==> src/rtl/vp8fh_pkg.sv <==
// Shared types, constants and the header-parse microcode ROM for the VP8 frame header parser.
`default_nettype none

package vp8fh_pkg;

	// Frame layout constants
	localparam logic [19:0] BYTES_MAX     = 20'hFFFFF;
	localparam logic [19:0] TAG_BYTES     = 20'd3;
	localparam logic [19:0] KEY_MIN_BYTES = 20'd10;
	localparam logic [7:0]  START_CODE0   = 8'h9D;
	localparam logic [7:0]  START_CODE1   = 8'h01;
	localparam logic [7:0]  START_CODE2   = 8'h2A;
	localparam logic [7:0]  RANGE_INIT    = 8'd255;

	// Micro program counter: one step per header field position
	typedef logic [4:0] step_t;

	localparam step_t ST_PRIME_HI   = 5'd0;
	localparam step_t ST_PRIME_LO   = 5'd1;
	localparam step_t ST_SEG_EN     = 5'd2;
	localparam step_t ST_UPD_MAP    = 5'd3;
	localparam step_t ST_UPD_DATA   = 5'd4;
	localparam step_t ST_SEG_MODE   = 5'd5;
	localparam step_t ST_SEGQ_FLAG  = 5'd6;
	localparam step_t ST_SEGQ_VAL   = 5'd7;
	localparam step_t ST_SEGQ_SIGN  = 5'd8;
	localparam step_t ST_SEGLF_FLAG = 5'd9;
	localparam step_t ST_SEGLF_VAL  = 5'd10;
	localparam step_t ST_SEGLF_SIGN = 5'd11;
	localparam step_t ST_PROB_FLAG  = 5'd12;
	localparam step_t ST_PROB_VAL   = 5'd13;
	localparam step_t ST_LF_TYPE    = 5'd14;
	localparam step_t ST_LF_LEVEL   = 5'd15;
	localparam step_t ST_LF_SHARP   = 5'd16;
	localparam step_t ST_LF_ADJ     = 5'd17;
	localparam step_t ST_DELTA_UPD  = 5'd18;
	localparam step_t ST_DELTA_FLAG = 5'd19;
	localparam step_t ST_DELTA_VAL  = 5'd20;
	localparam step_t ST_DELTA_SIGN = 5'd21;
	localparam step_t ST_PART_COUNT = 5'd22;
	localparam step_t ST_YAC        = 5'd23;
	localparam step_t ST_QD_FLAG    = 5'd24;
	localparam step_t ST_QD_VAL     = 5'd25;
	localparam step_t ST_QD_SIGN    = 5'd26;
	localparam step_t ST_REF_GOLD   = 5'd27;
	localparam step_t ST_REF_ALT    = 5'd28;
	localparam step_t ST_COPY_GOLD  = 5'd29;
	localparam step_t ST_COPY_ALT   = 5'd30;
	localparam step_t ST_DONE       = 5'd31;

	// Bit positions in the decoded flag register
	localparam logic [2:0] FL_SEG_MAP = 3'd0;
	localparam logic [2:0] FL_GOLD    = 3'd2;
	localparam logic [2:0] FL_ALT     = 3'd3;
	localparam logic [2:0] FL_CGOLD   = 3'd4;
	localparam logic [2:0] FL_CALT    = 3'd6;
	localparam logic [2:0] FL_NONE    = 3'd0;

	localparam logic [3:0] LIT_NONE = 4'd0;

	// What a step does with its decoded bit
	typedef enum logic [2:0] {
		K_PRIME_HI = 3'd0,
		K_PRIME_LO = 3'd1,
		K_GO       = 3'd2,
		K_BRANCH   = 3'd3,
		K_LIT      = 3'd4,
		K_FLAG     = 3'd5,
		K_COPY     = 3'd6,
		K_HALT     = 3'd7
	} kind_t;

	// How a jump target is resolved
	typedef enum logic [2:0] {
		M_GO        = 3'd0,
		M_AFTER_SEG = 3'd1,
		M_AFTER_REF = 3'd2,
		M_AFTER_CG  = 3'd3,
		M_LOOP      = 3'd4
	} dmode_t;

	typedef struct packed {
		dmode_t     mode;
		step_t      step;
		logic [3:0] nbits;
	} dest_t;

	typedef struct packed {
		step_t      step;
		logic [3:0] nbits;
	} jump_t;

	typedef struct packed {
		kind_t      kind;
		logic [2:0] fidx;
		dest_t      da;
		dest_t      db;
		dest_t      dx;
		step_t      loop_step;
		logic [3:0] loop_cnt;
	} uword_t;

	// Top level to bool decoder
	typedef struct packed {
		logic       load;
		logic [7:0] data;
		logic       exhaust;
		logic       clear;
	} seq_ctl_t;

	// Bool decoder to top level
	typedef struct packed {
		logic       active;
		logic       overrun;
		logic       golden_refresh;
		logic       altref_refresh;
		logic [1:0] golden_copy;
		logic [1:0] altref_copy;
	} seq_stat_t;

	function automatic dest_t dgo(step_t s, logic [3:0] n);
		dest_t d;
		d.mode  = M_GO;
		d.step  = s;
		d.nbits = n;
		return d;
	endfunction

	function automatic dest_t dsp(dmode_t m);
		dest_t d;
		d.mode  = m;
		d.step  = ST_PRIME_HI;
		d.nbits = LIT_NONE;
		return d;
	endfunction

	function automatic uword_t mkw(kind_t k, logic [2:0] f, dest_t a, dest_t b, dest_t x,
			step_t ls, logic [3:0] lc);
		uword_t w;
		w.kind      = k;
		w.fidx      = f;
		w.da        = a;
		w.db        = b;
		w.dx        = x;
		w.loop_step = ls;
		w.loop_cnt  = lc;
		return w;
	endfunction

	// Header-parse program, one control word per step
	function automatic uword_t ucode(step_t s);
		uword_t w;
		dest_t  dn;
		dn = dgo(ST_PRIME_HI, LIT_NONE);
		case (s)
			ST_PRIME_HI:   w = mkw(K_PRIME_HI, FL_NONE, dgo(ST_PRIME_LO, LIT_NONE), dn, dn,
				ST_PRIME_HI, 4'd0);
			ST_PRIME_LO:   w = mkw(K_PRIME_LO, FL_NONE, dgo(ST_SEG_EN, LIT_NONE), dn, dn,
				ST_PRIME_HI, 4'd0);
			ST_SEG_EN:     w = mkw(K_BRANCH, FL_NONE, dgo(ST_UPD_MAP, LIT_NONE),
				dgo(ST_LF_TYPE, LIT_NONE), dn, ST_PRIME_HI, 4'd0);
			ST_UPD_MAP:    w = mkw(K_FLAG, FL_SEG_MAP, dgo(ST_UPD_DATA, LIT_NONE), dn, dn,
				ST_PRIME_HI, 4'd0);
			ST_UPD_DATA:   w = mkw(K_BRANCH, FL_NONE, dgo(ST_SEG_MODE, LIT_NONE),
				dsp(M_AFTER_SEG), dn, ST_PRIME_HI, 4'd0);
			ST_SEG_MODE:   w = mkw(K_GO, FL_NONE, dgo(ST_SEGQ_FLAG, LIT_NONE), dn, dn,
				ST_PRIME_HI, 4'd0);
			ST_SEGQ_FLAG:  w = mkw(K_BRANCH, FL_NONE, dgo(ST_SEGQ_VAL, 4'd7), dsp(M_LOOP),
				dgo(ST_SEGLF_FLAG, LIT_NONE), ST_SEGQ_FLAG, 4'd4);
			ST_SEGQ_VAL:   w = mkw(K_LIT, FL_NONE, dgo(ST_SEGQ_SIGN, LIT_NONE), dn, dn,
				ST_PRIME_HI, 4'd0);
			ST_SEGQ_SIGN:  w = mkw(K_GO, FL_NONE, dsp(M_LOOP), dn,
				dgo(ST_SEGLF_FLAG, LIT_NONE), ST_SEGQ_FLAG, 4'd4);
			ST_SEGLF_FLAG: w = mkw(K_BRANCH, FL_NONE, dgo(ST_SEGLF_VAL, 4'd6), dsp(M_LOOP),
				dsp(M_AFTER_SEG), ST_SEGLF_FLAG, 4'd4);
			ST_SEGLF_VAL:  w = mkw(K_LIT, FL_NONE, dgo(ST_SEGLF_SIGN, LIT_NONE), dn, dn,
				ST_PRIME_HI, 4'd0);
			ST_SEGLF_SIGN: w = mkw(K_GO, FL_NONE, dsp(M_LOOP), dn, dsp(M_AFTER_SEG),
				ST_SEGLF_FLAG, 4'd4);
			ST_PROB_FLAG:  w = mkw(K_BRANCH, FL_NONE, dgo(ST_PROB_VAL, 4'd8), dsp(M_LOOP),
				dgo(ST_LF_TYPE, LIT_NONE), ST_PROB_FLAG, 4'd3);
			ST_PROB_VAL:   w = mkw(K_LIT, FL_NONE, dsp(M_LOOP), dn,
				dgo(ST_LF_TYPE, LIT_NONE), ST_PROB_FLAG, 4'd3);
			ST_LF_TYPE:    w = mkw(K_GO, FL_NONE, dgo(ST_LF_LEVEL, 4'd6), dn, dn,
				ST_PRIME_HI, 4'd0);
			ST_LF_LEVEL:   w = mkw(K_LIT, FL_NONE, dgo(ST_LF_SHARP, 4'd3), dn, dn,
				ST_PRIME_HI, 4'd0);
			ST_LF_SHARP:   w = mkw(K_LIT, FL_NONE, dgo(ST_LF_ADJ, LIT_NONE), dn, dn,
				ST_PRIME_HI, 4'd0);
			ST_LF_ADJ:     w = mkw(K_BRANCH, FL_NONE, dgo(ST_DELTA_UPD, LIT_NONE),
				dgo(ST_PART_COUNT, 4'd2), dn, ST_PRIME_HI, 4'd0);
			ST_DELTA_UPD:  w = mkw(K_BRANCH, FL_NONE, dgo(ST_DELTA_FLAG, LIT_NONE),
				dgo(ST_PART_COUNT, 4'd2), dn, ST_PRIME_HI, 4'd0);
			ST_DELTA_FLAG: w = mkw(K_BRANCH, FL_NONE, dgo(ST_DELTA_VAL, 4'd6), dsp(M_LOOP),
				dgo(ST_PART_COUNT, 4'd2), ST_DELTA_FLAG, 4'd8);
			ST_DELTA_VAL:  w = mkw(K_LIT, FL_NONE, dgo(ST_DELTA_SIGN, LIT_NONE), dn, dn,
				ST_PRIME_HI, 4'd0);
			ST_DELTA_SIGN: w = mkw(K_GO, FL_NONE, dsp(M_LOOP), dn, dgo(ST_PART_COUNT, 4'd2),
				ST_DELTA_FLAG, 4'd8);
			ST_PART_COUNT: w = mkw(K_LIT, FL_NONE, dgo(ST_YAC, 4'd7), dn, dn,
				ST_PRIME_HI, 4'd0);
			ST_YAC:        w = mkw(K_LIT, FL_NONE, dgo(ST_QD_FLAG, LIT_NONE), dn, dn,
				ST_PRIME_HI, 4'd0);
			ST_QD_FLAG:    w = mkw(K_BRANCH, FL_NONE, dgo(ST_QD_VAL, 4'd4), dsp(M_LOOP),
				dgo(ST_REF_GOLD, LIT_NONE), ST_QD_FLAG, 4'd5);
			ST_QD_VAL:     w = mkw(K_LIT, FL_NONE, dgo(ST_QD_SIGN, LIT_NONE), dn, dn,
				ST_PRIME_HI, 4'd0);
			ST_QD_SIGN:    w = mkw(K_GO, FL_NONE, dsp(M_LOOP), dn, dgo(ST_REF_GOLD, LIT_NONE),
				ST_QD_FLAG, 4'd5);
			ST_REF_GOLD:   w = mkw(K_FLAG, FL_GOLD, dgo(ST_REF_ALT, LIT_NONE), dn, dn,
				ST_PRIME_HI, 4'd0);
			ST_REF_ALT:    w = mkw(K_FLAG, FL_ALT, dsp(M_AFTER_REF), dn, dn,
				ST_PRIME_HI, 4'd0);
			ST_COPY_GOLD:  w = mkw(K_COPY, FL_CGOLD, dsp(M_AFTER_CG), dn, dn,
				ST_PRIME_HI, 4'd0);
			ST_COPY_ALT:   w = mkw(K_COPY, FL_CALT, dgo(ST_DONE, LIT_NONE), dn, dn,
				ST_PRIME_HI, 4'd0);
			default:       w = mkw(K_HALT, FL_NONE, dgo(ST_DONE, LIT_NONE), dn, dn,
				ST_PRIME_HI, 4'd0);
		endcase
		return w;
	endfunction

endpackage

`default_nettype wire

==> src/rtl/vp8fh_in_if.sv <==
// Byte input channel of the VP8 frame header parser.
`default_nettype none

interface vp8fh_in_if;
	logic       valid;
	logic       ready;
	logic [7:0] frame_byte;
	logic       end_of_frame;

	modport source (output valid, output frame_byte, output end_of_frame, input ready);
	modport sink (input valid, input frame_byte, input end_of_frame, output ready);
endinterface

`default_nettype wire

==> src/rtl/vp8fh_out_if.sv <==
// Result channel of the VP8 frame header parser.
`default_nettype none

interface vp8fh_out_if;
	logic       valid;
	logic       ready;
	logic       header_ok;
	logic       is_key_frame;
	logic       is_shown;
	logic       golden_refresh;
	logic       altref_refresh;
	logic [1:0] golden_copy_code;
	logic [1:0] altref_copy_code;

	modport source (output valid, output header_ok, output is_key_frame, output is_shown,
		output golden_refresh, output altref_refresh, output golden_copy_code,
		output altref_copy_code, input ready);
	modport sink (input valid, input header_ok, input is_key_frame, input is_shown,
		input golden_refresh, input altref_refresh, input golden_copy_code,
		input altref_copy_code, output ready);
endinterface

`default_nettype wire

==> src/rtl/vp8fh_bool_seq.sv <==
// Microcoded boolean decoder (probability 128) that walks the inter-frame header fields.
`default_nettype none

module vp8fh_bool_seq (
	input  logic                 clk,
	input  logic                 arst_n,
	input  vp8fh_pkg::seq_ctl_t  ctl,
	output vp8fh_pkg::seq_stat_t stat
);
	import vp8fh_pkg::*;

	step_t      step_q;
	logic [2:0] rep_q;
	logic [7:0] acc_q;
	logic [3:0] left_q;
	logic [7:0] range_q;
	logic [16:0] value_q;
	logic [2:0] shift_q;
	logic [7:0] flags_q;
	logic       overrun_q;
	logic [7:0] held_q;
	logic       held_valid_q;
	logic       exh_q;

	logic        active;
	uword_t      uw;
	logic [7:0]  take_byte;
	logic        is_prime;
	logic        take_now;
	logic [7:0]  split;
	logic [16:0] scaled;
	logic        dbit;
	logic [7:0]  range_a;
	logic [16:0] value_a;
	logic        renorm;
	logic [2:0]  shift_nx;
	logic        need_byte;
	logic [7:0]  range_b;
	logic [16:0] value_b;
	logic [7:0]  lit_acc;
	logic [3:0]  lit_left;
	logic        lit_done;
	logic        jump;
	dest_t       dsel;
	jump_t       jsel;
	step_t       step_nx;
	logic [2:0]  rep_nx;
	logic [7:0]  acc_nx;
	logic [3:0]  left_nx;
	logic [7:0]  flags_nx;

	// Targets that depend on flags decoded earlier
	function automatic jump_t resolve(dest_t d, logic [7:0] f);
		jump_t j;
		j.step  = d.step;
		j.nbits = d.nbits;
		case (d.mode)
			M_GO: begin
				j.step  = d.step;
				j.nbits = d.nbits;
			end
			M_AFTER_SEG: begin
				j.step  = f[FL_SEG_MAP] ? ST_PROB_FLAG : ST_LF_TYPE;
				j.nbits = LIT_NONE;
			end
			M_AFTER_REF: begin
				if (!f[FL_GOLD]) begin
					j.step  = ST_COPY_GOLD;
					j.nbits = 4'd2;
				end else if (!f[FL_ALT]) begin
					j.step  = ST_COPY_ALT;
					j.nbits = 4'd2;
				end else begin
					j.step  = ST_DONE;
					j.nbits = LIT_NONE;
				end
			end
			M_AFTER_CG: begin
				j.step  = f[FL_ALT] ? ST_DONE : ST_COPY_ALT;
				j.nbits = f[FL_ALT] ? LIT_NONE : 4'd2;
			end
			default: begin
				j.step  = d.step;
				j.nbits = d.nbits;
			end
		endcase
		return j;
	endfunction

	// Control word fetch and bit decode datapath
	always_comb begin
		active    = (step_q != ST_DONE) && (held_valid_q || exh_q);
		uw        = ucode(step_q);
		take_byte = held_valid_q ? held_q : 8'h00;
		is_prime  = (uw.kind == K_PRIME_HI) || (uw.kind == K_PRIME_LO);

		split   = 8'((range_q - 8'd1) >> 1) + 8'd1;
		scaled  = {1'b0, split, 8'h00};
		dbit    = (value_q >= scaled);
		range_a = dbit ? (range_q - split) : split;
		value_a = dbit ? (value_q - scaled) : value_q;

		// At probability 128 the range never drops below 64: one shift at most
		renorm    = !range_a[7];
		shift_nx  = renorm ? (shift_q + 3'd1) : shift_q;
		need_byte = renorm && (shift_nx == 3'd0);
		range_b   = renorm ? {range_a[6:0], 1'b0} : range_a;
		value_b   = renorm ? ({value_a[15:0], 1'b0} | (need_byte ? {9'd0, take_byte} : 17'd0))
			: value_a;

		take_now = active && (is_prime || need_byte);

		lit_acc  = {acc_q[6:0], dbit};
		lit_left = (left_q != 4'd0) ? (left_q - 4'd1) : 4'd0;
		lit_done = (lit_left == 4'd0);
	end

	// Next-step selection from the control word
	always_comb begin
		flags_nx = flags_q;
		jump     = 1'b0;
		dsel     = uw.da;
		case (uw.kind)
			K_GO: begin
				jump = 1'b1;
			end
			K_FLAG: begin
				jump = 1'b1;
				flags_nx[uw.fidx] = flags_q[uw.fidx] | dbit;
			end
			K_BRANCH: begin
				jump = 1'b1;
				dsel = dbit ? uw.da : uw.db;
			end
			K_LIT: begin
				jump = lit_done;
			end
			K_COPY: begin
				jump = lit_done;
				if (lit_done) begin
					if (uw.fidx == FL_CGOLD)
						flags_nx[5:4] = flags_q[5:4] | lit_acc[1:0];
					else
						flags_nx[7:6] = flags_q[7:6] | lit_acc[1:0];
				end
			end
			default: begin
				jump = 1'b0;
			end
		endcase

		step_nx = step_q;
		rep_nx  = rep_q;
		acc_nx  = lit_acc;
		left_nx = lit_left;
		jsel    = resolve(dsel, flags_nx);
		if (jump) begin
			if (dsel.mode == M_LOOP) begin
				if (({1'b0, rep_q} + 4'd1) < uw.loop_cnt) begin
					rep_nx     = rep_q + 3'd1;
					jsel.step  = uw.loop_step;
					jsel.nbits = LIT_NONE;
				end else begin
					rep_nx = 3'd0;
					jsel   = resolve(uw.dx, flags_nx);
				end
			end
			step_nx = jsel.step;
			acc_nx  = 8'h00;
			left_nx = jsel.nbits;
		end
	end

	// Decoder state
	always_ff @(posedge clk or negedge arst_n) begin
		if (!arst_n) begin
			step_q       <= ST_PRIME_HI;
			rep_q        <= 3'd0;
			acc_q        <= 8'h00;
			left_q       <= 4'd0;
			range_q      <= RANGE_INIT;
			value_q      <= 17'd0;
			shift_q      <= 3'd0;
			flags_q      <= 8'h00;
			overrun_q    <= 1'b0;
			held_valid_q <= 1'b0;
			exh_q        <= 1'b0;
		end else if (ctl.clear) begin
			step_q       <= ST_PRIME_HI;
			rep_q        <= 3'd0;
			acc_q        <= 8'h00;
			left_q       <= 4'd0;
			range_q      <= RANGE_INIT;
			value_q      <= 17'd0;
			shift_q      <= 3'd0;
			flags_q      <= 8'h00;
			overrun_q    <= 1'b0;
			held_valid_q <= 1'b0;
			exh_q        <= 1'b0;
		end else begin
			if (ctl.load) begin
				held_valid_q <= 1'b1;
				if (ctl.exhaust)
					exh_q <= 1'b1;
			end
			if (active) begin
				// past the partition end the decoder reads zeros
				if (take_now) begin
					held_valid_q <= 1'b0;
					if (!held_valid_q)
						overrun_q <= 1'b1;
				end
				case (uw.kind)
					K_PRIME_HI: begin
						value_q <= {1'b0, take_byte, 8'h00};
						step_q  <= uw.da.step;
					end
					K_PRIME_LO: begin
						value_q <= value_q | {9'd0, take_byte};
						step_q  <= uw.da.step;
					end
					default: begin
						range_q <= range_b;
						value_q <= value_b;
						shift_q <= shift_nx;
						step_q  <= step_nx;
						rep_q   <= rep_nx;
						acc_q   <= acc_nx;
						left_q  <= left_nx;
						flags_q <= flags_nx;
					end
				endcase
			end
		end
	end

	// Held byte payload
	always_ff @(posedge clk) begin
		if (ctl.load)
			held_q <= ctl.data;
	end

	assign stat.active         = active;
	assign stat.overrun        = overrun_q;
	assign stat.golden_refresh = flags_q[FL_GOLD];
	assign stat.altref_refresh = flags_q[FL_ALT];
	assign stat.golden_copy    = flags_q[5:4];
	assign stat.altref_copy    = flags_q[7:6];

	// Range stays normalized after every decoded bit
	a_range_norm: assert property (@(posedge clk) disable iff (!arst_n) range_q[7])
		else $error("bool decoder range lost normalization");

	// A new byte only lands while the decoder waits for one
	a_load_idle: assert property (@(posedge clk) disable iff (!arst_n)
		ctl.load |-> !active)
		else $error("byte loaded while decoder busy");

	// Frame clear returns the decoder to priming
	a_clear: assert property (@(posedge clk) disable iff (!arst_n)
		ctl.clear |=> (step_q == ST_PRIME_HI) && !held_valid_q && !exh_q)
		else $error("decoder not reset by frame clear");

	// Coder state only moves while decoding
	a_idle_hold: assert property (@(posedge clk) disable iff (!arst_n)
		(!active && !ctl.clear) |=> ($stable(value_q) && $stable(range_q)))
		else $error("coder state changed while idle");

endmodule

`default_nettype wire

==> src/rtl/vp8_frame_header_parser_core.sv <==
// VP8 frame header parser: top level with byte bookkeeping and result register.
//
// Usage: frame bytes enter on frame_in, one beat per byte, with end_of_frame set on
// the final byte. One result beat per frame leaves on result_out.
// A byte outside the first partition of an inter frame is simply accepted. A byte of the
// first partition of an inter frame is accepted and then decoded by the microcoded
// bool decoder, about eight header bits per byte, with the first two bytes used for
// priming; frame_in.ready is low meanwhile. When the partition ends, the decoder runs
// to the last header field at one bit per cycle, reading zeros if the partition was
// too short.
// After the final byte is accepted the result is registered once the decoder finishes
// and the result register is free; frame_in.ready stays low from the final beat until
// the result is registered.
// The result register parts the two sides: while it waits for result_out.ready, bytes
// of the next frame keep flowing; that frame's final beat then holds the input off
// until the slot frees.
// Reset empties the result register and returns the parser to the start of a frame;
// the same happens to the parse state after every result.
`default_nettype none

module vp8_frame_header_parser_core (
	input  logic       clk,
	input  logic       arst_n,
	vp8fh_in_if.sink   frame_in,
	vp8fh_out_if.source result_out
);
	import vp8fh_pkg::*;

	logic [19:0] bytes_seen_q;
	logic [23:0] tag_q;
	logic        start_good_q;
	logic [18:0] pending_q;
	logic        fin_q;
	logic        out_valid_q;

	logic       ok_q;
	logic       key_q;
	logic       shown_q;
	logic       gref_q;
	logic       aref_q;
	logic [1:0] gcopy_q;
	logic [1:0] acopy_q;

	seq_ctl_t  ctl;
	seq_stat_t stat;

	logic        in_fire;
	logic [7:0]  in_byte;
	logic [18:0] part;
	logic        dec_take;
	logic        res_load;
	logic        frame3;
	logic        key;
	logic        key_ok;
	logic        part_ok;
	logic        res_ok;
	logic        res_gref;
	logic        res_aref;
	logic [1:0]  res_gcopy;
	logic [1:0]  res_acopy;

	vp8fh_bool_seq u_seq (
		.clk    (clk),
		.arst_n (arst_n),
		.ctl    (ctl),
		.stat   (stat)
	);

	// Handshake and decoder feed
	always_comb begin
		frame_in.ready = !stat.active && !fin_q;
		in_fire  = frame_in.valid && frame_in.ready;
		in_byte  = frame_in.frame_byte;
		part     = tag_q[23:5];
		dec_take = in_fire && (bytes_seen_q >= TAG_BYTES) && tag_q[0] && (part != 19'd0)
			&& (pending_q != 19'd0);
		res_load = fin_q && !stat.active && (!out_valid_q || result_out.ready);

		ctl.load    = dec_take;
		ctl.data    = in_byte;
		ctl.exhaust = (pending_q == 19'd1);
		ctl.clear   = res_load;
	end

	// Result fields from the finished frame
	always_comb begin
		frame3    = (bytes_seen_q >= TAG_BYTES);
		key       = !tag_q[0];
		key_ok    = (bytes_seen_q >= KEY_MIN_BYTES) && start_good_q;
		part_ok   = (part != 19'd0) && (pending_q == 19'd0);
		res_ok    = frame3 && (key ? key_ok : (part_ok && !stat.overrun));
		res_gref  = frame3 && (key ? key_ok : (part_ok && stat.golden_refresh));
		res_aref  = frame3 && (key ? key_ok : (part_ok && stat.altref_refresh));
		res_gcopy = (frame3 && !key && part_ok) ? stat.golden_copy : 2'd0;
		res_acopy = (frame3 && !key && part_ok) ? stat.altref_copy : 2'd0;
	end

	// Frame bookkeeping
	always_ff @(posedge clk or negedge arst_n) begin
		if (!arst_n) begin
			bytes_seen_q <= 20'd0;
			tag_q        <= 24'd0;
			start_good_q <= 1'b1;
			pending_q    <= 19'd0;
			fin_q        <= 1'b0;
		end else if (res_load) begin
			bytes_seen_q <= 20'd0;
			tag_q        <= 24'd0;
			start_good_q <= 1'b1;
			pending_q    <= 19'd0;
			fin_q        <= 1'b0;
		end else if (in_fire) begin
			if (bytes_seen_q != BYTES_MAX)
				bytes_seen_q <= bytes_seen_q + 20'd1;
			if (bytes_seen_q < TAG_BYTES) begin
				case (bytes_seen_q[1:0])
					2'd0: tag_q[7:0] <= in_byte;
					2'd1: tag_q[15:8] <= in_byte;
					default: begin
						tag_q[23:16] <= in_byte;
						pending_q    <= {in_byte, tag_q[15:5]};
					end
				endcase
			end else begin
				// key frame start code
				if (((bytes_seen_q == 20'd3) && (in_byte != START_CODE0)) ||
						((bytes_seen_q == 20'd4) && (in_byte != START_CODE1)) ||
						((bytes_seen_q == 20'd5) && (in_byte != START_CODE2)))
					start_good_q <= 1'b0;
				if (dec_take)
					pending_q <= pending_q - 19'd1;
			end
			if (frame_in.end_of_frame)
				fin_q <= 1'b1;
		end
	end

	// Result register control
	always_ff @(posedge clk or negedge arst_n) begin
		if (!arst_n)
			out_valid_q <= 1'b0;
		else if (res_load)
			out_valid_q <= 1'b1;
		else if (result_out.ready)
			out_valid_q <= 1'b0;
	end

	// Result register payload
	always_ff @(posedge clk) begin
		if (res_load) begin
			ok_q    <= res_ok;
			key_q   <= frame3 && key;
			shown_q <= frame3 && tag_q[4];
			gref_q  <= res_gref;
			aref_q  <= res_aref;
			gcopy_q <= res_gcopy;
			acopy_q <= res_acopy;
		end
	end

	assign result_out.valid            = out_valid_q;
	assign result_out.header_ok        = ok_q;
	assign result_out.is_key_frame     = key_q;
	assign result_out.is_shown         = shown_q;
	assign result_out.golden_refresh   = gref_q;
	assign result_out.altref_refresh   = aref_q;
	assign result_out.golden_copy_code = gcopy_q;
	assign result_out.altref_copy_code = acopy_q;

	// The final beat always leaves a frame finish pending
	a_eof_fin: assert property (@(posedge clk) disable iff (!arst_n)
		(in_fire && frame_in.end_of_frame) |=> fin_q)
		else $error("final beat did not mark frame finish");

	// No byte of the next frame slips in before the result is registered
	a_fin_block: assert property (@(posedge clk) disable iff (!arst_n)
		fin_q |-> !in_fire)
		else $error("beat accepted while a frame finish is pending");

	// A stalled result beat keeps its fields until taken
	a_out_hold: assert property (@(posedge clk) disable iff (!arst_n)
		(result_out.valid && !result_out.ready) |=>
		(result_out.valid &&
		$stable({ok_q, key_q, shown_q, gref_q, aref_q, gcopy_q, acopy_q})))
		else $error("result beat changed while stalled");

endmodule

`default_nettype wire
==> src/flat_wrapper.sv <==
// flat-port wrapper written by rule: the top's interface ports become plain ports
module vp8_frame_header_parser_core_flat import vp8fh_pkg::*;
  (clk, arst_n, frame_in_valid, frame_in_frame_byte, frame_in_end_of_frame, frame_in_ready, result_out_valid, result_out_header_ok, result_out_is_key_frame, result_out_is_shown, result_out_golden_refresh, result_out_altref_refresh, result_out_golden_copy_code, result_out_altref_copy_code, result_out_ready);
  vp8fh_in_if frame_in_i ();
  vp8fh_out_if result_out_i ();
  input  logic clk;
  input  logic arst_n;
  input wire logic [$bits(frame_in_i.valid)-1:0] frame_in_valid;
  input wire logic [$bits(frame_in_i.frame_byte)-1:0] frame_in_frame_byte;
  input wire logic [$bits(frame_in_i.end_of_frame)-1:0] frame_in_end_of_frame;
  output wire logic [$bits(frame_in_i.ready)-1:0] frame_in_ready;
  output wire logic [$bits(result_out_i.valid)-1:0] result_out_valid;
  output wire logic [$bits(result_out_i.header_ok)-1:0] result_out_header_ok;
  output wire logic [$bits(result_out_i.is_key_frame)-1:0] result_out_is_key_frame;
  output wire logic [$bits(result_out_i.is_shown)-1:0] result_out_is_shown;
  output wire logic [$bits(result_out_i.golden_refresh)-1:0] result_out_golden_refresh;
  output wire logic [$bits(result_out_i.altref_refresh)-1:0] result_out_altref_refresh;
  output wire logic [$bits(result_out_i.golden_copy_code)-1:0] result_out_golden_copy_code;
  output wire logic [$bits(result_out_i.altref_copy_code)-1:0] result_out_altref_copy_code;
  input wire logic [$bits(result_out_i.ready)-1:0] result_out_ready;
  assign frame_in_i.valid = frame_in_valid;
  assign frame_in_i.frame_byte = frame_in_frame_byte;
  assign frame_in_i.end_of_frame = frame_in_end_of_frame;
  assign frame_in_ready = frame_in_i.ready;
  assign result_out_valid = result_out_i.valid;
  assign result_out_header_ok = result_out_i.header_ok;
  assign result_out_is_key_frame = result_out_i.is_key_frame;
  assign result_out_is_shown = result_out_i.is_shown;
  assign result_out_golden_refresh = result_out_i.golden_refresh;
  assign result_out_altref_refresh = result_out_i.altref_refresh;
  assign result_out_golden_copy_code = result_out_i.golden_copy_code;
  assign result_out_altref_copy_code = result_out_i.altref_copy_code;
  assign result_out_i.ready = result_out_ready;
  vp8_frame_header_parser_core u_core (.clk(clk), .arst_n(arst_n), .frame_in(frame_in_i), .result_out(result_out_i));
endmodule
==> config.mk <==
export PLATFORM = sky130hd
export DESIGN_NAME = vp8_frame_header_parser_core_flat
export DESIGN_NICKNAME = d
export VERILOG_FILES = /design/src/rtl/vp8fh_pkg.sv /design/src/rtl/vp8fh_in_if.sv /design/src/rtl/vp8fh_out_if.sv /design/src/rtl/vp8fh_bool_seq.sv /design/src/rtl/vp8_frame_header_parser_core.sv /design/src/flat_wrapper.sv
export SDC_FILE = /design/constraint.sdc
export NUM_CORES = 1
export LEC_CHECK = 0
export BUFFER_PORTS_ARGS = -buffer_cell sky130_fd_sc_hd__clkbuf_2
export CAP_MARGIN = 20
export CORE_UTILIZATION = 50
export CTS_BUF_LIST = sky130_fd_sc_hd__clkbuf_8
export CTS_CLUSTER_SIZE = 16
export DETAILED_ROUTE_END_ITERATION = 7
export GPL_ROUTABILITY_DRIVEN = 0
export HOLD_SLACK_MARGIN = 0.08
export PLACE_DENSITY = 0.69
export SYNTH_ARGS = -nofsm -noshare
export SYNTH_HDL_FRONTEND = slang
export SYNTH_HIERARCHICAL = 1
export SYNTH_SLANG_ARGS = --single-unit
==> constraint.sdc <==
create_clock -name clk -period 4.3 [get_ports clk]
set_clock_uncertainty 0.15 [all_clocks]
set_input_delay 0.86 -clock clk [delete_from_list [all_inputs] [get_ports clk]]
set_output_delay 0.86 -clock clk [all_outputs]
set_load 0.01 [all_outputs]
After elaboration in Yosys (flattened, before gate mapping)
Memory sizes are Yosys's and may differ from the RTL's.
Cells that the tools add are included.
- register bits: 135
- bits in latches: 0
- bits in writable memories: 0
- ROM bits: 1312
- input port bits: 13
- output and inout port bits: 11
- word-level logic and storage cells: 269
- memories kept: 1
- add/subtract/negate cells: 10
- multiply operators: 0
- divide/modulo/power cells: 0
- order comparisons: 7
- equal/unequal tests: 33
- shifts and indexed selects: 0
- mux-type cells: 97
- bitwise logic cells: 5
- reductions and logical operators: 85
- memory list (name ; words ; bits a word ; read ports ; clocked after Yosys merged registers in ; wr ports ; line ; RTL):
    (no name shown) ; 32 ; 41 ; 1 ; 0 ; 0 ; vp8fh_pkg.sv:155 ; case (s)
- operators with widths (kind ; number):
    $mux 8 ; 13
    $mux 19 ; 5
    $mux 24 ; 3
    $mux 17 ; 4
    $mux 20 ; 3
    $pmux 9 s3 ; 2
    $eq 20x3->1 const B ; 2
    $reduce_bool 19->1 ; 2
    $or 17x8->17 ; 2
    $pmux 17 s2 ; 1
    $mux 1 ; 30
    $mux 3 ; 10
    $reduce_bool 2->1 ; 15
    $mux 4 ; 7
    $logic_and 1x1->1 ; 27
    $mux 5 ; 5
    $mux 12 ; 2
    $reduce_and 3->1 ; 7
    $add 20x1->20 const B ; 1
    $eq 20x2->1 const B ; 1
    $ge 20x2->1 const B ; 1
    $ge 20x4->1 const B ; 1
    $lt 20x2->1 const B ; 1
    $ne 20x20->1 const B ; 1
    other kinds (47) ; 91

Logic depth before layout (Yosys ltp)
Gate-level depths: netlist of the first run.
An unclocked memory read counts as a cell.
- depth in word-level cells: 16
- mapped depth: 20
- gate-level depth less buffers: 19

By module
Netlist of the first run, hierarchy kept.
- by module, submodules not included (module ; instances ; cells an instance ; area an instance (µm²)):
    vp8fh_bool_seq ; 1 ; 723 ; 5823.1
    vp8_frame_header_parser_core ; 1 ; 435 ; 3932.5

Least setup slack after synthesis of the first run
No wires, ideal clock.
- path kind: reg2reg
- start: register u_core.u_seq.range_q[1]
- end: register u_core.u_seq.rep_q[0]
- library setup time: 0.128 ns
- arrival: 4.115 ns
- data required time: 4.022 ns
- slack: -0.092 ns
- cell stages (with the launch flop): 20
- buffers on the path: 0
- path through: dfstp_2 > inv_1 > ha_1 > nand2b_1 > nand2_1 > ha_1 > xor2_1 > xnor2_1 > ha_1 > o21a_1 > o31a_1 > o21ai_0 > nand2b_1 > o31ai_4 > a31oi_4 > nor2_4 > mux2_4 > nor2_8 > a31oi_2 > mux2_1
- longest elaborated chain between the ends: 8
- ends and longest elaborated chain (item ; line ; RTL):
    start, declared ; vp8fh_bool_seq.sv:16 ; logic [7:0] range_q;
    start signal, assigned ; vp8fh_bool_seq.sv:223 ; range_q <= range_b;
    $sub 8x1->8 ; vp8fh_bool_seq.sv:97 ; split = 8'((range_q - 8'd1) >> 1) + 8'd1;
    $add 7x1->8 ; vp8fh_bool_seq.sv:97 ;
    $ge 17x16->1 ; vp8fh_bool_seq.sv:99 ; dbit = (value_q >= scaled);
    $mux 12 ; vp8fh_bool_seq.sv:133 ; dsel = dbit ? uw.da : uw.db;
    $mux 12 ; vp8fh_bool_seq.sv:123 ; case (uw.kind)
    $eq 3x3->1 ; vp8fh_bool_seq.sv:158 ; if (dsel.mode == M_LOOP) begin
    $reduce_bool 2->1 (no source line) ; - ;
    $reduce_and 4->1 (no source line) ; - ;
    end signal, assigned ; vp8fh_bool_seq.sv:227 ; rep_q <= rep_nx;
    end, declared ; vp8fh_bool_seq.sv:13 ; logic [2:0] rep_q;
No other way between the ends.
A chain may end at the register's enable or synchronous reset.

Final worst setup path of the first run
- start: register u_core.u_seq.range_q[0]
- end: register u_core.u_seq.left_q[2]
- longest elaborated chain between the ends: 14
- elaborated cells on any way between the ends: 21
- classes of those cells: 2 x add/sub; 1 x order compare; 4 x eq/ne; 13 x mux; 1 x bitwise
- ends and longest elaborated chain (item ; line ; RTL):
    $sub 8x1->8 (*) ; vp8fh_bool_seq.sv:97 ;
    $add 7x1->8 (*) ; vp8fh_bool_seq.sv:97 ;
    $ge 17x16->1 (*) ; vp8fh_bool_seq.sv:99 ;
    $or 1x1->1 ; vp8fh_bool_seq.sv:129 ; flags_nx[uw.fidx] = flags_q[uw.fidx] | dbit;
    $bwmux 8 ; vp8fh_bool_seq.sv:129 ;
    $mux 4 ; vp8fh_bool_seq.sv:123 ;
    $mux 6 ; vp8fh_bool_seq.sv:67 ; if (!f[FL_GOLD]) begin
    $pmux 9 s3 ; vp8fh_bool_seq.sv:57 ; case (d.mode)
    $mux 9 ; vp8fh_bool_seq.sv:159 ; if (({1'b0, rep_q} + 4'd1) < uw.loop_cnt) begin
    $mux 9 (*) ; vp8fh_bool_seq.sv:158 ;
    $mux 4 (*) ; vp8fh_bool_seq.sv:157 ; if (jump) begin
    $mux 4 (*) ; vp8fh_bool_seq.sv:213 ; case (uw.kind)
    $mux 4 (*) ; vp8fh_bool_seq.sv:206 ; if (active) begin
    $mux 4 (*) ; vp8fh_bool_seq.sv:188 ; end else if (ctl.clear) begin
    end signal, assigned ; vp8fh_bool_seq.sv:229 ; left_q <= left_nx;
    end, declared ; vp8fh_bool_seq.sv:15 ; logic [3:0] left_q;
Mark *: on every way between the ends. The rest lies on a longest branch, timed or not. The select of a mux whose other input is x is not followed.

==> flow_summary.ini, run 1 <==
[outcome]
status = complete, no violations

[clocking]
path_clk_slew_ns = 0.09
cts_max_path_buffers = 2
insertion_delay_ns = 0.46
cts_made_buffers = 17
cts_tree = built
cts.sinks = 132
htreeDepth = 4
hold_buffers = 0
root_buffer = clkbuf_8

[sta]
fin_setup_tns_ns = 0
rsz0062_at_grt = true
hold_viol = 0
final_max_slew_viol_count = 0
max_slew_margin = 0.258
worst_slew_pin_slew_ns = 1.10
period_needed_ns = 4.25
setup_viol = 0
fmax_mhz = 235
fin_crit_sh = 0.989

[synthesis]
synth_most_common_cell = nand2_1
synthArstFlopShare = 0.871
synth_edf_count = 17
yosys_warnings = 6
synth.cell_area_um2 = 9760
ys_top_cells_by_count = 133 x nand2_1, 120 x nor2_1, 106 x dfrtp_1
yosysUniqueCellTypes = 108
synth-seq-cells = 132
syn_inst = 1158
synth-main-ff-cell = dfrtp_1
ys_top_cells_by_area = dfrtp_1 27%, edfxtp_1 5.2%, nand2_1 5.1%
yosysTopAreaCellShare = 0.272
syn_area_per_cell_um2 = 8.42
yosysSeqAreaShare = 0.348
syn_nets = 1202
yosysTopAreaCell = dfrtp_1

[grt]
grt_pass1_wl_um = 44900
antenna_found_initial = 0
grt_usage = 0.282
grt_max_degree = 64
grt_pass1_vias = 8681
overflow = 0

[worst_setup_path]
cp_max_fo = 6
worstSetupPathType = reg -> reg
path_cells = inv_2 > ha_4 > nand2b_4 > nand2_4 > ha_4 > xor2_2 > xnor2_2 > ha_1 > o21a_1 > o31a_1 > o21ai_1 > nand2b_1 > o31ai_4 > a31oi_4 > nor2_4 > mux2_4 > xnor2_4 > nor2_2 > a221o_1
critPathCaptureType = register
path_delay_family = compound AO/OA/AOI/OAI gates
r2r_slack_ns = 0.05
worstReg2RegStart = u_core/u_seq/range_q[0]
slowest_delay_ns = 0.54
cpMostUsedCell = ha_4
cp_data_arrival_time_ns = 4.44
critPathLaunch = u_core/u_seq/range_q[0]
cp_slowest_cell = dfstp_2
crit_buf_inv = 1
cp_data_required_time_ns = 4.49
worstSetupStartpointType = register

[worst_hold_path]
hp-class = in -> async

[die]
initial_core_util = 0.516
die_w_um = 142
rows = 50
ios = 24
die_h_um = 142
core_region_area_um2 = 18900
die_area_um2 = 20100

[placement]
place_area_um2 = 10400
dp_hpwl_um = 19600
port_buffers = 23

[detailed_routing]
vias_per_cell = 6.22
routed-via-count = 9168
drc = 0
routed_wl_um = 27700
drt_first_pass_iters = 5
first_iter_violations = 831
routedWlPerCell_um = 18.8
ant_nets = 0

[final_layout]
drive_above_1_share = 0.183
fin_nets = 1247
diodes = 0
syn_to_final_growth_pct = 13.3
fin_area_um2 = 11100

[flow_run]
cap_viol_max_count = 0
[logic make-up (layout without fill, tap and decap cells)]
kind of cell               count (synthesis)  after routing  share of synthesized area
and+or+nand+nor                          479            479                      0.247
xor gates and xnor gates                  51             51                     0.0549
muxes                                     31             31                     0.0350
adders and majority gates                 35             35                     0.0454
AOI/OAI and AO/OA                        314            314                      0.217
buffers and inverters                    116            173                     0.0519
DFF                                      132            132                      0.348
[layout by cell type, fill, tap and decap left out, drive strengths merged, types with 5 or more instances in the layout]
master  instances
a211oi          7
a21o            5
a21oi          69
a221o           7
a221oi          7
a22oi           7
a31o            5
a31oi          23
a32oi           8
and2           12
and3           15
buf            80
clkbuf         39
dfrtp         106
dfstp           9
edfxtp         17
ha             29
inv            47
mux2            9
mux2i          21
nand2         134
nand2b         16
nand3          39
nand4           8
nor2          125
nor2b          10
nor3           43
nor4           29
o211ai         19
o21ai          86
o22ai          12
o311ai          5
o31a            5
o31ai          12
or2             9
or3            14
or4             5
xnor2          39
xor2           10
[area by class of cell]
| type | count | area [um2] |
|---|---|---|
| sequential | 132 | 3400 |
| fill | 1735 | 7840 |
| clock inverter | 14 | 128 |
| timing repair buffer | 102 | 734 |
| multi-input combinational | 910 | 6070 |
| clock buffer | 17 | 234 |
| tap | 260 | 325 |
| inverter | 40 | 159 |
[metrics by stage]
stage	hold WS (ns)	setup WS, ns	instances	utilization
after floorplan	0.292	-0.00841	1158	-
after global placement	0.308	0.0834	1428	0.550
after detailed placement	0.318	-0.00670	1428	0.550
after CTS	0.337	0.00664	1459	0.569
after global routing	0.370	-0.130	1475	0.585
final	0.333	0.0462	1475	0.585
[layer usage]
metal  track usage  part of all wire
met5             0                 0
met2         0.469              0.48
met4        0.0985             0.020
met1         0.372              0.44
met3        0.0449             0.063
[repair_timing]
action	in CTS	in global routing
setup endpoints to repair	6	33
pin swaps	1	20
buffers inserted	0	14
resized for setup	1	31
[sequential cells by signal, indices dropped and copies added, names as in the netlist, 2 cells and up]
signal / cells
u_core/u_seq/left_q: 4
u_core/u_seq/value_q: 17
u_core/result_out.golden_copy_code: 2
u_core/bytes_seen_q: 20
u_core/u_seq/held_q: 8
u_core/u_seq/step_q: 5
u_core/result_out.altref_copy_code: 2
u_core/u_seq/flags_q: 8
u_core/u_seq/shift_q: 3
u_core/u_seq/rep_q: 3
u_core/pending_q: 19
u_core/u_seq/range_q: 8
u_core/tag_q: 21
[worst paths after layout]
path | end | cells past startpoint
max reg2reg | u_core/u_seq/left_q[2] | 19
max | u_core/u_seq/left_q[2] | 19
min in group clk | u_core/tag_q[17] | 2
min reg2reg | u_core/tag_q[17] | 2
max in group asynchronous | u_core/u_seq/value_q[8] | 2
min | u_core/bytes_seen_q[17] | 1
Power of run 1 is left out: the tool's default activity adds up to more than one toggle a clock period on the data nets, which glitch-free logic cannot reach.
==> inputs of run 2 (changes only) <==
--- a/config.mk
+++ b/config.mk
@@ -7,13 +7,14 @@
 export LEC_CHECK = 0
 export BUFFER_PORTS_ARGS = -buffer_cell sky130_fd_sc_hd__clkbuf_2
 export CAP_MARGIN = 20
-export CORE_UTILIZATION = 50
+export CORE_UTILIZATION = 55
 export CTS_BUF_LIST = sky130_fd_sc_hd__clkbuf_8
 export CTS_CLUSTER_SIZE = 16
 export DETAILED_ROUTE_END_ITERATION = 7
 export GPL_ROUTABILITY_DRIVEN = 0
 export HOLD_SLACK_MARGIN = 0.08
-export PLACE_DENSITY = 0.69
+export PLACE_DENSITY = 0.74
+export SKIP_CTS_REPAIR_TIMING = 1
 export SYNTH_ARGS = -nofsm -noshare
 export SYNTH_HDL_FRONTEND = slang
 export SYNTH_HIERARCHICAL = 1
==> flow_summary.ini, run 2 (synthesis gave the netlist of run 1 again) <==
[outcome]
status = complete, no violations

[final_layout]
fin_cells = 1434
fill_cells = 1485
final_common_cell = nand2_1
drive_above_1_share = 0.179
seqCellArea_um2 = 3400
largestRegisters = u_core/tag_q (21), u_core/bytes_seen_q (20), u_core/pending_q (19)
largest-register = u_core/tag_q
layout_common_cells = 132 x nand2_1, 118 x nor2_1, 106 x dfrtp_1
diodes = 0
multi_input_area_um2 = 6070
fin_nets = 1241
syn_to_final_growth_pct = 13.1
final_util = 0.638
largest_reg_flops = 21

[clocking]
path_clk_slew_ns = 0.08
cts.sinks = 132
htreeDepth = 4
root_buffer = clkbuf_8
cts_made_buffers = 17
cts_tree = built
insertion_delay_ns = 0.46
cts_max_path_buffers = 2

[worst_hold_path]
hp-class = in -> async

[detailed_routing]
routedWlPerCell_um = 19.0
routed_wl_um = 27200
vias_per_cell = 6.43
drc = 0
first_iter_violations = 798
drt_first_pass_iters = 5
ant_nets = 0
routed-via-count = 9226

[sta]
rsz0062_at_grt = true
hold_viol = 0
fmax_mhz = 233
max_slew_margin = 0.308
hold_ws_ns = 0.117
period_needed_ns = 4.29
fin_setup_tns_ns = 0
fin_crit_sh = 0.997
setup_viol = 0
worst_slew_pin_slew_ns = 1.03
final_max_slew_viol_count = 0

[worst_setup_path]
cp_max_fo = 6
slowest_delay_ns = 0.55
cp_data_arrival_time_ns = 4.48
path_cells = inv_2 > ha_4 > nand2b_4 > nand2_4 > ha_4 > xor2_4 > xnor2_2 > ha_1 > o21a_1 > o31a_1 > o21ai_1 > nand2b_1 > o31ai_4 > a31oi_4 > nor2_4 > mux2_4 > a32o_1 > a221oi_2 > o21ai_1
cp_slowest_cell = dfstp_2
cp_data_required_time_ns = 4.49
worstSetupStartpointType = register
critPathCaptureType = register
worstSetupPathType = reg -> reg

[grt]
grt_pass1_vias = 8699
grt_pass1_wl_um = 44000
antenna_found_initial = 0
grt_max_degree = 98
overflow = 0
grt_usage = 0.305

[die]
initial_core_util = 0.564
die_h_um = 135
core_region_area_um2 = 17300
die_w_um = 135
die_area_um2 = 18300
rows = 48
ios = 24

[placement]
port_buffers = 23
dp_cells = 1388
dp_hpwl_um = 19200

[flow_run]
cap_viol_max_count = 0
[run 2: worst paths after layout]
path | from | endpoint | slack, ns | depth (start not counted)
hold / removal | arst_n | u_core/u_seq/rep_q[1] | 0.12 | 1
max in group asynchronous | arst_n | u_core/bytes_seen_q[2] | 3.05 | 2
hold reg to reg | u_core/tag_q[19] | u_core/tag_q[19] | 0.34 | 2
min in group clk | u_core/tag_q[19] | u_core/tag_q[19] | 0.34 | 2
setup / recovery | u_core/u_seq/range_q[0] | u_core/u_seq/left_q[1] | 0.01 | 19
setup reg to reg | u_core/u_seq/range_q[0] | u_core/u_seq/left_q[1] | 0.01 | 19
[run 2: worst max-delay path, delay by kind of cell (launching register included)]
family	cells	cell delay, ns
mux	1	0.40
flops	1	0.55
xor+xnor	2	0.32
fa+ha+maj	3	0.60
simple gates	4	0.58
buf+inv	1	0.05
compound gates	8	1.51
[run 2: metal layers]
| metal | part of all wire | wire [um] | up-vias | track usage |
|---|---|---|---|---|
| li1 | - | - | 4322 | - |
| met1 | 0.42 | 11500 | 4424 | 0.401 |
| met2 | 0.48 | 13100 | 409 | 0.502 |
| met3 | 0.064 | 1730 | 71 | 0.0464 |
| met4 | 0.031 | 844 | 0 | 0.128 |
| met5 | 0 | 0 | - | 0 |
[run 2: through the flow]
step / worst slack, ns / cell area, um2
floorplan: -0.00841 / 9800
global placement: 0.00933 / 10300
detailed placement: -0.106 / 10300
CTS: -0.141 / 10800
global route: -0.128 / 11000
finish: 0.0142 / 11000
[run 2: area by class of cell]
cell class              count  area share
multi-input cells         910       0.550
flip-flops and latches    132       0.308
repair buffers             96      0.0633
well taps                 225      0.0255
clock buffers              17      0.0212
clock inverters            14      0.0178
inverters                  40      0.0140
Power of run 2 is left out for the same reason.
